--- src/rtl/core/macm_ram.sv ---
// Generic simple dual-port RAM: one write port, one registered read port.
// No dependencies.
module macm_ram #(
  parameter int unsigned WIDTH = 8,
  parameter int unsigned DEPTH = 16,
  localparam int unsigned AW = (DEPTH > 1) ? $clog2(DEPTH) : 1
) (
  input  logic             clk_i,
  input  logic             we_i,
  input  logic [AW-1:0]    waddr_i,
  input  logic [WIDTH-1:0] wdata_i,
  input  logic             re_i,
  input  logic [AW-1:0]    raddr_i,
  output logic [WIDTH-1:0] rdata_o
);

  logic [WIDTH-1:0] mem_q [DEPTH];
  logic [WIDTH-1:0] rdata_q;

  always_ff @(posedge clk_i) begin
    if (we_i) begin
      mem_q[waddr_i] <= wdata_i;
    end
    if (re_i) begin
      rdata_q <= mem_q[raddr_i];
    end
  end

  assign rdata_o = rdata_q;

endmodule

--- config.mk ---
export PLATFORM = sky130hd
export DESIGN_NAME = macm_ram
export DESIGN_NICKNAME = d
export VERILOG_FILES = /design/src/rtl/core/macm_ram.sv
export SDC_FILE = /design/constraint.sdc
export NUM_CORES = 1
export LEC_CHECK = 0
export BUFFER_PORTS_ARGS = -buffer_cell sky130_fd_sc_hd__buf_4
export CORE_MARGIN = 4
export CORE_UTILIZATION = 62
export DETAILED_ROUTE_END_ITERATION = 12
export GPL_TIMING_DRIVEN = 0
export PLACE_DENSITY = 0.81
export SETUP_SLACK_MARGIN = 0.1
export SYNTH_ARGS = -nofsm -noshare
export SYNTH_HDL_FRONTEND = slang
export SYNTH_SLANG_ARGS = --single-unit
--- constraint.sdc ---
create_clock -name clk_i -period 4.2 [get_ports clk_i]
set_input_delay 0.84 -clock clk_i [delete_from_list [all_inputs] [get_ports clk_i]]
set_output_delay 0.84 -clock clk_i [all_outputs]
set_load 0.01 [all_outputs]
==> metrics.cfg, run 1 <==
[worst_setup_path]
worstReg2RegStart=mem_q[5][2]
crit_chain=buf_4 > or3b_2 > nor3_1
rrSetupSlack_ns=2.60
endpoint_kind=flop
r2r_cells=3
slowest_stage=nor3_1
arrival_ns=2.49
critPathKind=in2reg
cp.required_ns=4.33
worstSetupStartpointType=primary input
max_stage_delay_ns=1.01
rr_endpoint=rdata_o[2]
cp_max_fo=8

[power_and_ir_drop]
pwr_density_cell_mw_per_mm2=527.7
peakVddDrop_mv=0.3347
p_leak_uw=0.002076

[global_route]
overflow=0
grt_pass1_wl_mm=16.09
grt_max_degree=17
grt_pass1_vias=2561
antenna_found_initial=0
grtUsageTotal_pct=23.51

[synthesis]
synth_common_cells=136 x edfxtp_1, 18 x mux4_2, 16 x a22oi_1
netlist_area_mm2=0.005228
yosys-top-cells-area=edfxtp_1 78%, mux4_2 7.8%, mux4_1 7.0%
synth_cell_type_count=18
syn_nets=248
synth_edf_count=136
synth_cells=229
synth-async-reset-ratio_pct=0
synth_warnings=0
synth_ff_type=edfxtp_1
synth-seq-area-share_pct=78.12
synth_top_area_cell=edfxtp_1
synth_seq_cells=136
avgSynthCellArea_um2=22.83
yosysMostFrequentCell=edfxtp_1
synth_top_area_share_pct=78.12

[sta]
finalCritPeriodShare_pct=56.37
relSlewSlack_pct=12.75
grt_setup_unrepaired=false
fin_setup_tns_ns=0
fin_hold_ws_ns=0.6052
hold_violations=0
slew_viol_final=0
min_period_ns=2.368
clock_skew_ns=0.006494
finalSetupViolations=0
max_freq_mhz=422.4
worstMarginPinSlew_ns=1.299

[placed_design]
io_buffers=25
post-dp-hpwl_mm=6.287
dp_cells=359
place_area_mm2=0.005547
place_congestion=0.6945

[detailed_routing]
routed_wl_mm=10.78
remaining_drc_errors=0
vias=2566
via_per_inst=6.563
dr.pass1.iters=5
ant_nets=0
drt_iter0_drc=306
wl_per_cell_um=27.58

[die]
die_w_um=99.83
placementRows=33
start_util_pct=63.62
top_level_ports=27
design.core.area_mm2=0.008217
die_h_um=99.83
design.die.area_mm2=0.009965

[worst_hold_path]
worstHoldStart=re_i
hold_class=in2reg
min_to=rdata_o[4]
min_delay_path_depth=1

[layout]
fin_area_mm2=0.006170
drive_gt1_share_pct=28.67
synthToLayoutAreaGrowth_pct=18.02
diodes=0
fillCellCount=425
fin_util_pct=75.09
fin_nets=292
instances_no_fill=391

[clock_network]
insertion_delay_ns=0.52
clock-sinks=136
cts_tree=done
holdBufCountCts=0
ctsResizeCount=0
root_buffer=clkbuf_8
clock_path_buffers=2
numCtsBuffers=17
post-cts-setup-buffer-count=0
htree_levels=4
clk_pin_slew_worst_paths_ns=0.06

[run]
maxCapViolCount=0

[run_status]
status=finished clean

[worst max-delay path by stage]
stage	end	from	depth (start not counted)	slack (ns)
2_1_floorplan	mem_q[0][0]	waddr_i[2]	2	1.87
3_3_place_gp	mem_q[0][4]	waddr_i[2]	3	1.33
3_5_place_dp	mem_q[0][4]	waddr_i[2]	3	1.30
6_report	mem_q[0][0]	waddr_i[2]	3	1.83
5_1_grt	mem_q[0][6]	waddr_i[2]	3	1.81
4_1_cts	mem_q[0][6]	waddr_i[2]	3	1.84
[worst max-delay path: cells and delay by family]
family                 cells  cell delay, ns
buffers and inverters      1            0.12
AND/OR/NAND/NOR            2            1.53
[area by class of cell]
| class | instances | area (um^2) | share of cell area (%) |
|---|---|---|---|
| clock buffer | 19 | 421.7 | 6.834 |
| clock inverter | 13 | 201.4 | 3.265 |
| multi-input combinational | 83 | 1057 | 17.14 |
| buffer | 10 | 86.33 | 1.399 |
| tap | 105 | 131.4 | 2.129 |
| sequential | 136 | 4084 | 66.19 |
| timing repair buffer | 25 | 187.7 | 3.042 |
[cells in the final DEF, fill, tap and decap left out, drive strengths merged, types with 2 or more instances in the layout]
cell             n
a22oi           16
buf             32
bufinv           5
clkbuf          19
clkdlybuf4s25    3
clkinv           6
edfxtp         136
mux4            32
nand2            9
nand2b           2
nand3b           2
nor2            13
nor3             4
[cells by family (layout without fill, tap and decap cells)]
logic type / Yosys count / after routing / synth area share, %
AO/OA/AOI/OAI: 16 / 16 / 2.298
multiplexers: 32 / 32 / 14.79
flip-flops: 136 / 136 / 78.12
AND/OR/NAND/NOR: 35 / 35 / 3.136
buffers and inverters: 10 / 67 / 1.651
[per-stage QoR]
stage | setup slack (ns) | power, uW
4_1_cts | 1.839 | 3262
3_5_place_dp | 1.297 | 1718
5_1_grt | 1.812 | 3342
3_3_place_gp | 1.328 | 1709
2_1_floorplan | 1.867 | 1644
6_report | 1.832 | 3256
[metal layers]
| metal | part of all wire [%] | vias to the layer above | global-route usage [%] |
|---|---|---|---|
| met4 | 2.6 | 0 | 8.403 |
| met3 | 8.6 | 31 | 6.046 |
| li1 | - | 1071 | - |
| met2 | 49 | 163 | 36.02 |
| met1 | 40 | 1301 | 33.57 |
| met5 | 0 | - | 0 |
[power breakdown]
group / switching (uW) / total [uW] / internal [uW]
logic: 88.3 / 155 / 67.1
registers: 9.06 / 1540 / 1530
clock network: 541 / 1560 / 1020
[flip-flops by register name, summed over array words and instances, names as in the netlist]
signal   cells
rdata_o      8
mem_q      128
Note: power is estimated with default switching activity, not from simulation.
==> run 2, diff against run 1 <==
--- a/config.mk
+++ b/config.mk
@@ -7,10 +7,10 @@
 export LEC_CHECK = 0
 export BUFFER_PORTS_ARGS = -buffer_cell sky130_fd_sc_hd__buf_4
 export CORE_MARGIN = 4
-export CORE_UTILIZATION = 62
+export CORE_UTILIZATION = 60
 export DETAILED_ROUTE_END_ITERATION = 12
 export GPL_TIMING_DRIVEN = 0
-export PLACE_DENSITY = 0.81
+export PLACE_DENSITY = 0.78
 export SETUP_SLACK_MARGIN = 0.1
 export SYNTH_ARGS = -nofsm -noshare
 export SYNTH_HDL_FRONTEND = slang
==> constraint.sdc (replaced) <==
create_clock -name clk_i -period 2.25 [get_ports clk_i]
set_input_delay 0.45 -clock clk_i [delete_from_list [all_inputs] [get_ports clk_i]]
set_output_delay 0.45 -clock clk_i [all_outputs]
set_load 0.01 [all_outputs]
==> metrics.cfg, run 2 (synthesis gave the netlist of run 1 again) <==
[sta]
grt_setup_unrepaired=false
relSlewSlack_pct=11.34
worstMarginPinSlew_ns=1.320
finalSetupViolations=0
finalCritPeriodShare_pct=86.00
fin_hold_ws_ns=0.2190
hold_violations=0
max_freq_mhz=516.8
slew_viol_final=0
clock_skew_ns=0.006568
min_period_ns=1.935

[power_and_ir_drop]
peakVddDrop_mv=0.8057
power_uw=5939
p_leak_uw=0.002061
pwr_density_cell_mw_per_mm2=966.5

[clock_network]
clk_pin_slew_worst_paths_ns=0.06
root_buffer=clkbuf_8
clock_path_buffers=2
numCtsBuffers=17
ctsResizeCount=0
clock-sinks=136
cts_tree=done
insertion_delay_ns=0.52
htree_levels=4
post-cts-setup-buffer-count=0
holdBufCountCts=0

[detailed_routing]
dr_wl_met2_mm=5.045
vias=2545
wl_per_cell_um=26.41
drt-met1-wl_mm=4.126
routed_wl_mm=10.30
via_per_inst=6.526
drt_iter0_drc=249
ant_nets=0
remaining_drc_errors=0
dr.pass1.iters=5
top_layer=met4
wl_met3_um=854

[layout]
synthToLayoutAreaGrowth_pct=17.54
layout_common_cells=136 x edfxtp_1, 26 x buf_4, 18 x mux4_2, 16 x a22oi_1, 16 x clkbuf_16
regMostFlops=mem_q
largest_reg_flops=128
drive_gt1_share_pct=29.47
fin_util_pct=73.67
diodes=0
instances_no_fill=390
fin_nets=292
final_common_cell=edfxtp_1

[global_route]
grt_pass1_vias=2514
grt_pass1_wl_mm=15.73
antenna_found_initial=0
overflow=0
grt_max_degree=17
grtUsageTotal_pct=22.54

[worst_setup_path]
rrSetupSlack_ns=0.69
cp_max_fo=8
worstSetupStartpointType=primary input
cp.required_ns=2.38
endpoint_kind=flop
arrival_ns=2.06
critPathKind=in2reg

[die]
die_w_um=101.3
start_util_pct=62.68
die_h_um=101.3
top_level_ports=27
design.die.area_mm2=0.01027
placementRows=33
design.core.area_mm2=0.008341

[run_status]
status=finished clean

[run]
maxCapViolCount=0

[placed_design]
io_buffers=25
place_congestion=0.6941
dp_cells=359
post-dp-hpwl_mm=6.128

[worst_hold_path]
hold_class=in2reg

## run 2: cell type report
type,instances,area [um^2]
buffer,10,86.33
sequential,136,4084
tap,105,131.4
timing repair buffer,25,187.7
fill,484,2196
clock buffer,18,417.9
multi-input combinational,83,1057
clock inverter,13,180.2
## run 2: final timing paths
check,start,to,depth (start not counted)
setup / recovery,waddr_i[2],mem_q[0][2],3
hold reg to reg,mem_q[11][2],rdata_o[2],3
setup reg to reg,mem_q[5][2],rdata_o[2],3
hold / removal,re_i,rdata_o[2],1
## run 2: report_power, final
part / total [uW] / switching, uW / leakage (uW) / internal (uW)
logic: 288 / 163 / 0.000539 / 125
registers: 2870 / 14.7 / 0.00124 / 2860
clock network: 2780 / 995 / 0.000286 / 1790
## run 2: per-layer routing
metal	vias up	GRT usage [%]
met5	-	0
met4	0	11.35
met3	24	4.270
met2	148	34.21
met1	1297	31.95
li1	1076	-
## run 2: critical path, cell delays in order
cell and delay [ns]:
buf_4 0.12, or3b_2 0.54, nor3_1 0.96
## run 2: metrics by stage
step	TNS (ns)	instance area, um^2	setup slack, ns
CTS	0	6145	0.2740
global route	0	6145	0.2024
global placement	-1.853	5547	-0.2320
detailed placement	-2.352	5547	-0.2750
floorplan	0	5228	0.3071
finish	0	6145	0.3150
==> run 3, diff against run 2 <==
--- a/config.mk
+++ b/config.mk
@@ -6,11 +6,13 @@
 export NUM_CORES = 1
 export LEC_CHECK = 0
 export BUFFER_PORTS_ARGS = -buffer_cell sky130_fd_sc_hd__buf_4
+export CAP_MARGIN = 20
 export CORE_MARGIN = 4
 export CORE_UTILIZATION = 60
 export DETAILED_ROUTE_END_ITERATION = 12
 export GPL_TIMING_DRIVEN = 0
 export PLACE_DENSITY = 0.78
+export REMOVE_ABC_BUFFERS = 1
 export SETUP_SLACK_MARGIN = 0.1
 export SYNTH_ARGS = -nofsm -noshare
 export SYNTH_HDL_FRONTEND = slang
==> metrics.cfg, run 3 (synthesis gave the netlist of run 1 again) <==
[worst_setup_path]
max_stage_delay_ns=0.64
arrival_ns=1.99
critPathKind=in2reg
crit_chain=buf_4 > mux4_1 > a22oi_1 > nand2_1
path_buf_inv=1
crit_family=multiplexers
slowest_stage=mux4_1
rrSetupSlack_ns=0.69
cp_max_fo=32
endpoint_kind=flop
worstSetupStartpointType=primary input
cp.required_ns=2.50

[detailed_routing]
drt_iter0_drc=274
ant_nets=0
dr_wl_met2_mm=4.889
routed_wl_mm=9.750
top_layer=met4
remaining_drc_errors=0
via_per_inst=6.464
vias=2482
wl_per_cell_um=25.39
wl_met3_um=657
drt-met1-wl_mm=3.956
dr.pass1.iters=5

[clock_network]
htree_levels=4
clock_path_buffers=2
insertion_delay_ns=0.51
numCtsBuffers=17
ctsResizeCount=0
clock-sinks=136
cts_tree=done
root_buffer=clkbuf_8
post-cts-setup-buffer-count=0
clk_pin_slew_worst_paths_ns=0.05
holdBufCountCts=0

[power_and_ir_drop]
peakVddDrop_mv=0.5166
pwr_density_cell_mw_per_mm2=946.5
p_leak_uw=0.002027
power_uw=5725

[layout]
multi_input_comb_area_mm2=0.001057
largest_reg_flops=128
final_common_cell=edfxtp_1
regMostFlops=mem_q
diodes=0
synthToLayoutAreaGrowth_pct=15.70
seq_area_mm2=0.004084
fin_nets=287
drive_gt1_share_pct=27.24
fillCellCount=461
layout_common_cells=136 x edfxtp_1, 29 x buf_4, 18 x mux4_2, 16 x a22oi_1, 16 x clkbuf_16

[die]
placementRows=33
start_util_pct=62.68
design.core.area_mm2=0.008341
die_w_um=101.3
die_h_um=101.3
top_level_ports=27
design.die.area_mm2=0.01027

[global_route]
antenna_found_initial=0
overflow=0
grt_pass1_vias=2531
grtUsageTotal_pct=20.96
grt_max_degree=33
grt_pass1_wl_mm=14.79

[sta]
fin_setup_tns_ns=0
hold_violations=0
clock_skew_ns=0.005295
min_period_ns=1.742
worstMarginPinSlew_ns=0.9267
max_freq_mhz=574.0
relSlewSlack_pct=37.99
fin_hold_ws_ns=0.2230
grt_setup_unrepaired=false
finalCritPeriodShare_pct=77.42
slew_viol_final=0
finalSetupViolations=0

[placed_design]
io_buffers=26
place_congestion=0.7290
post-dp-hpwl_mm=5.763

[run]
maxCapViolCount=0

[worst_hold_path]
hold_class=in2reg

[run_status]
status=finished clean

==> run 3: layout make-up <==
cell class / count / area share (%)
Clock buffer: 18 / 6.909
Clock inverter: 12 / 2.234
Multi-Input combinational cell: 83 / 17.48
Sequential cell: 136 / 67.52
Tap cell: 105 / 2.172
Timing Repair Buffer: 30 / 3.682
==> run 3: power breakdown <==
part | switching, uW | internal (uW) | leakage, uW
clock network | 940 | 1650 | 0.000275
logic | 148 | 115 | 0.000516
registers | 15.1 | 2860 | 0.00124
total | 1100 | 4620 | 0.00203
==> run 3: routing by layer <==
| metal | GRT usage [%] | vias up |
|---|---|---|
| met2 | 31.94 | 112 |
| met4 | 9.407 | 0 |
| met1 | 29.03 | 1284 |
| met3 | 5.579 | 27 |
| met5 | 0 | - |
| li1 | - | 1059 |
==> run 3: per-stage QoR <==
step	util (%)	setup slack, ns	cells	instance area, um^2
6_report	72.52	0.5080	384	6048
5_1_grt	72.52	0.4187	384	6048
4_1_cts	72.52	0.4889	384	6048
3_5_place_dp	65.89	-0.02903	354	5495
3_3_place_gp	65.56	-0.2093	350	5468
2_1_floorplan	-	0.3071	219	5141
==> run 3: final timing paths <==
kind	end	depth (start not counted)	from
worst max-delay path	rdata_o[1]	4	raddr_i[0]
worst min-delay path	rdata_o[6]	1	re_i
worst max register to register	rdata_o[1]	3	mem_q[1][1]
worst min register to register	rdata_o[2]	3	mem_q[14][2]
